--- src/sv/stbs_pkg.sv ---
// Shared constants and types for the sorted table binary search block.
// Used by the search engine and the top level; depends on nothing.
package stbs_pkg;

    localparam int DEPTH   = 1024;
    localparam int ADDR_W  = 10;
    localparam int LEN_W   = $clog2(DEPTH + 1);
    localparam int DATA_W  = 32;
    localparam int PROBE_W = 4;

    localparam logic FUNC_WRITE  = 1'b0;
    localparam logic FUNC_SEARCH = 1'b1;

    localparam logic [PROBE_W-1:0] PROBE_MAX = {PROBE_W{1'b1}};

    typedef struct packed {
        logic               found;
        logic [ADDR_W-1:0]  match_index;
        logic [PROBE_W-1:0] probe_count;
    } stbs_result_t;

    typedef struct packed {
        logic              start;
        logic [DATA_W-1:0] key;
    } stbs_request_t;

endpackage

--- src/sv/stbs_engine.sv ---
// Binary search sequencer: holds the table length register and the search bounds,
// issues one table read per probe and compares it with the key. Depends on stbs_pkg.
module stbs_engine (
    input  logic                          aclk,
    input  logic                          aresetn,
    input  logic                          cfg_wr_en,
    input  logic [stbs_pkg::LEN_W-1:0]    cfg_wr_data,
    input  stbs_pkg::stbs_request_t       req,
    output logic                          ready,
    output logic                          rd_en,
    output logic [stbs_pkg::ADDR_W-1:0]   rd_addr,
    input  logic [stbs_pkg::DATA_W-1:0]   rd_data,
    output logic                          done_valid,
    input  logic                          out_free,
    output stbs_pkg::stbs_result_t        result
);
    import stbs_pkg::*;

    typedef enum logic [3:0] {
        ST_IDLE = 4'b0001,
        ST_READ = 4'b0010,
        ST_CMP  = 4'b0100,
        ST_DONE = 4'b1000
    } state_t;

    state_t             state_reg, state_next;
    logic [LEN_W-1:0]   len_reg;
    logic [LEN_W-1:0]   left_reg, left_next;
    logic [LEN_W-1:0]   hi_reg, hi_next;
    logic [ADDR_W-1:0]  mid_reg, mid_next;
    logic [DATA_W-1:0]  key_reg, key_next;
    logic [PROBE_W-1:0] probes_reg, probes_next;
    logic               found_reg, found_next;
    logic [ADDR_W-1:0]  match_reg, match_next;
    logic [LEN_W-1:0]   len_clamped;
    logic [LEN_W:0]     mid_sum;
    logic [LEN_W-1:0]   mid_full;
    logic [LEN_W-1:0]   mid_plus1;
    logic               hit;
    logic               below;

    assign len_clamped = (len_reg > LEN_W'(DEPTH)) ? LEN_W'(DEPTH) : len_reg;
    assign mid_sum     = {1'b0, left_reg} + {1'b0, hi_reg} - (LEN_W + 1)'(1);
    assign mid_full    = mid_sum[LEN_W:1];
    assign mid_plus1   = LEN_W'(mid_reg) + LEN_W'(1);
    assign hit         = (rd_data == key_reg);
    assign below       = $signed(rd_data) < $signed(key_reg);

    always_comb begin
        state_next  = state_reg;
        left_next   = left_reg;
        hi_next     = hi_reg;
        mid_next    = mid_reg;
        key_next    = key_reg;
        probes_next = probes_reg;
        found_next  = found_reg;
        match_next  = match_reg;
        rd_en       = 1'b0;
        case (state_reg)
            ST_IDLE: begin
                if (req.start) begin
                    key_next    = req.key;
                    left_next   = '0;
                    hi_next     = len_clamped;
                    probes_next = '0;
                    found_next  = 1'b0;
                    match_next  = '0;
                    state_next  = (len_clamped == '0) ? ST_DONE : ST_READ;
                end
            end
            ST_READ: begin
                rd_en      = 1'b1;
                mid_next   = mid_full[ADDR_W-1:0];
                state_next = ST_CMP;
            end
            ST_CMP: begin
                if (probes_reg != PROBE_MAX) begin
                    probes_next = probes_reg + PROBE_W'(1);
                end
                if (hit) begin
                    found_next = 1'b1;
                    match_next = mid_reg;
                    state_next = ST_DONE;
                end else begin
                    if (below) begin
                        left_next = mid_plus1;
                    end else begin
                        hi_next = LEN_W'(mid_reg);
                    end
                    state_next = (left_next < hi_next) ? ST_READ : ST_DONE;
                end
            end
            ST_DONE: begin
                if (out_free) begin
                    state_next = ST_IDLE;
                end
            end
            default: begin
                state_next = ST_IDLE;
            end
        endcase
    end

    always_ff @(posedge aclk) begin
        if (!aresetn) begin
            state_reg <= ST_IDLE;
            len_reg   <= '0;
        end else begin
            state_reg <= state_next;
            if (cfg_wr_en) begin
                len_reg <= cfg_wr_data;
            end
        end
        left_reg   <= left_next;
        hi_reg     <= hi_next;
        mid_reg    <= mid_next;
        key_reg    <= key_next;
        probes_reg <= probes_next;
        found_reg  <= found_next;
        match_reg  <= match_next;
    end

    assign ready              = (state_reg == ST_IDLE);
    assign rd_addr            = mid_full[ADDR_W-1:0];
    assign done_valid         = (state_reg == ST_DONE);
    assign result.found       = found_reg;
    assign result.match_index = match_reg;
    assign result.probe_count = probes_reg;

`ifndef SYNTHESIS
    a_bounds_ordered: assert property (@(posedge aclk) disable iff (!aresetn)
        (state_reg == ST_READ) |-> (left_reg < hi_reg))
        else $error("Search bounds crossed while a probe was pending.");

    a_hi_in_table: assert property (@(posedge aclk) disable iff (!aresetn)
        (state_reg == ST_READ || state_reg == ST_CMP) |-> (hi_reg <= LEN_W'(DEPTH)))
        else $error("Upper search bound lies beyond the table.");

    a_hit_finishes: assert property (@(posedge aclk) disable iff (!aresetn)
        (state_reg == ST_CMP && hit) |=> (state_reg == ST_DONE && found_reg))
        else $error("A matching probe did not end the search.");

    a_found_probed: assert property (@(posedge aclk) disable iff (!aresetn)
        (state_reg == ST_DONE && found_reg) |-> (probes_reg != '0))
        else $error("A match was reported without any probe.");
`endif

endmodule

--- config.mk ---
export PLATFORM = sky130hd
export DESIGN_NAME = stbs_engine
export DESIGN_NICKNAME = d
export VERILOG_FILES = /design/src/sv/stbs_pkg.sv /design/src/sv/stbs_engine.sv
export SDC_FILE = /design/constraint.sdc
export NUM_CORES = 1
export LEC_CHECK = 0
export ABC_CLOCK_PERIOD_IN_PS = 10300
export BUFFER_PORTS_ARGS = -buffer_cell sky130_fd_sc_hd__buf_2
export CAP_MARGIN = 20
export CORE_UTILIZATION = 60
export CTS_BUF_LIST = sky130_fd_sc_hd__clkbuf_4
export DETAILED_ROUTE_END_ITERATION = 10
export PLACE_DENSITY = 0.86
export SLEW_MARGIN = 10
export SYNTH_ARGS = -nofsm -noshare
export SYNTH_HDL_FRONTEND = slang
export SYNTH_SLANG_ARGS = --single-unit
--- constraint.sdc ---
create_clock -name aclk -period 10.3 [get_ports aclk]
set_clock_uncertainty 0.15 [all_clocks]
set_input_delay 2.06 -clock aclk [delete_from_list [all_inputs] [get_ports aclk]]
set_output_delay 2.06 -clock aclk [all_outputs]
set_load 0.01 [all_outputs]
==> metrics.cfg <==
[synthesis]
synth_seq_cells = 94
synth_compound_area_share_pct = 9.54
synthXorXnorAreaFrac_pct = 2.98
synth-simple-area-share_pct = 12.7
yosysTopAreaCell = edfxtp_1
netlist_area_um2 = 5590
ys_seq_area_share_pct = 47.8
synth_area_leaders = edfxtp_1, ha_1, inv_1, dfxtp_1, mux2i_1
synth.area.mux_share_pct = 5.95
synth_top_area_share_pct = 42.4
netlist_instances = 513
synth_top_family_by_area = adder cells
yosysWarnings = 0
synth.net_count = 656
synthArstFlopShare_pct = 0
synth_edf_count = 79
synth_most_common_cell = inv_1
synthTopCellsByCount = inv_1, edfxtp_1, ha_1
synth_cell_types = 57
synth_fa_ha_area_share_pct = 14.2
synth.avg_cell_area_um2 = 10.9
synthFlopType = edfxtp_1

[detailed_routing]
dr.pass1.iters = 8
ant_nets = 0
vias_per_cell = 5.57
routedWlPerCell_um = 15.3
vias = 4096
post-route-drc-count = 2
drt_first_iter_violations = 221
wl_um = 11300

[grt]
grt_max_degree = 30
grt_antenna_before_repair = 0
grt_usage_pct = 24.7
grt-ovfl-total = 0
grt_pass1_wl_um = 18600
grt_pass1_vias = 4065

[layout]
largest_register_ffs = 32
post-route-util_pct = 72.3
nNetsFinal = 766
syn2layout_area_growth_pct = 14.4
drive_gt1_share_pct = 22.8
fillers = 634
diodes = 0
multi_input_area_um2 = 2550
regArea_um2 = 2670

[place]
io_buffers = 107
hpwl_um = 8740
gpl.final_weighted_congestion = 0.883

[sta]
slew_violations = 0
finalSetupViolations = 0
fin_crit_ps = 5790
max_slew.worst_pin.slew_ps = 914
tns_ps = 0
max_freq_mhz = 173
slew_headroom_pct = 38.9
fin_crit_sh_pct = 56.2
hold_viol = 0
rsz0062_at_grt = no

[clock_network]
cts.clk_slew.worst_paths_ps = 150
cts_buffers = 9
htreeDepth = 3
cts_tree = yes
cts-hold-fix-buffers = 0
cts-resized-gates = 0
post_cts_buffers = 0
worst_skew_pair.late_latency_ps = 450
clock-sinks = 94
cts-root-buf = clkbuf_4
clk_path_buf_depth = 2

[critical_path]
required_ps = 10530
crit_type = input port to flip-flop
arrival_ps = 6020
r2r_start = key_reg[14]
crit_fanout = 29
setup.worst_path.start = rd_data[14]
critical_path.endpoint_type = flip-flop
startpoint_type = input port

[pwr]
leakage_nw = 3.00
p_comb_share_pct = 29.7
power.switching_w = 0.000308
powerDensity_nw_per_um2 = 151
p_int_w = 0.000655
p_clk_share_pct = 21.4
ir_worst_vdd_v = 0.0000984
p_seq_share_pct = 48.9
switching_share_pct = 32.0

[die]
rows = 34
die_h_um = 98.5
io_pins = 108
fp.dieW_um = 98.5
die_area_um2 = 9710
core_um2 = 8850
start_util_pct = 63.2

[min_path]
hp-class = flip-flop to flip-flop
hp-start = len_reg[9]

[run_status]
violations = DRC
status = finished with violations

[run]
cap_violations = 0

## cell usage in the layout, fill, tap and decap left out, types with 8 or more instances in the layout
cell type | netlist | routed
clkbuf_4 | 0 | 9
edfxtp_1 | 79 | 79
o21ai_0 | 19 | 19
and2_1 | 20 | 20
nand4_1 | 8 | 8
a21o_1 | 10 | 10
xnor2_1 | 14 | 14
dfxtp_1 | 15 | 15
mux2i_1 | 25 | 25
nor2b_1 | 12 | 12
inv_1 | 82 | 82
a21oi_1 | 21 | 21
nand2_1 | 32 | 32
nand3_1 | 14 | 14
nor2_1 | 15 | 15
ha_1 | 62 | 62
buf_2 | 1 | 107
## cell families (layout without fill, tap and decap cells)
logic type / after synthesis / after routing
adder cells (fa/ha/maj): 63 / 63
flip-flops: 94 / 94
AND/OR/NAND/NOR: 129 / 129
buffers and inverters: 95 / 210
multiplexers: 32 / 32
AO/OA/AOI/OAI: 81 / 81
XOR/XNOR: 19 / 19
## cell type report
| type | count | share of cell area (%) |
|---|---|---|
| clock buffers | 9 | 1.06 |
| clock inverters | 7 | 1.15 |
| inverters | 83 | 4.87 |
| multi-input cells | 324 | 39.9 |
| flip-flops and latches | 94 | 41.8 |
| well taps | 108 | 2.11 |
| repair buffers | 111 | 9.16 |
## power by group through the flow
| stage | clock [W] | combinational [W] | sequential [W] |
|---|---|---|---|
| after floorplan | 0 | 0.000194 | 0.000477 |
| after global placement | 0 | 0.000269 | 0.000478 |
| after detailed placement | 0 | 0.000285 | 0.000479 |
| after CTS | 0.000210 | 0.000287 | 0.000471 |
| after global routing | 0.000225 | 0.000320 | 0.000474 |
| final | 0.000207 | 0.000286 | 0.000471 |
## routing by layer
layer | part of all wire (%) | global-route usage (%) | routed length, um
met4 | 2.3 | 11.1 | 259
met3 | 5.7 | 4.47 | 645
met5 | 0 | 0 | 0
met2 | 48 | 41.4 | 5420
met1 | 44 | 31.4 | 4950
## worst max-delay path, stage by stage
cell      delay, ps
buf_2           110
ha_1            320
a21oi_1         150
nand2_1          70
a221oi_1        410
a31oi_1         190
o31ai_4         240
buf_4           390
mux2_2          410
ha_1            330
nand4_1         130
nor2_1           80
a221oi_1        240
o211ai_1        190
or4_1           530
a21oi_1         150
## path summary, 6_finish.rpt
kind / cells after the start / slack [ps] / to
min: 2 / 400 / len_reg[9]
min reg2reg: 2 / 400 / len_reg[9]
max reg2reg: 16 / 5820 / state_reg[1]
max: 16 / 4510 / state_reg[1]
## stage by stage
stage          total power, W  setup slack (ps)  hold slack [ps]  instance area [um2]  std cells
3_3_place_gp         0.000747              4240              371                 6230        719
6_report             0.000963              4510              404                 6390        736
5_1_grt               0.00102              4310              436                 6390        736
4_1_cts              0.000968              4570              408                 6390        736
3_5_place_dp         0.000765              4090              388                 6250        720
2_1_floorplan        0.000671              4730              356                 5590        513
(Power assumes the default switching activity.)
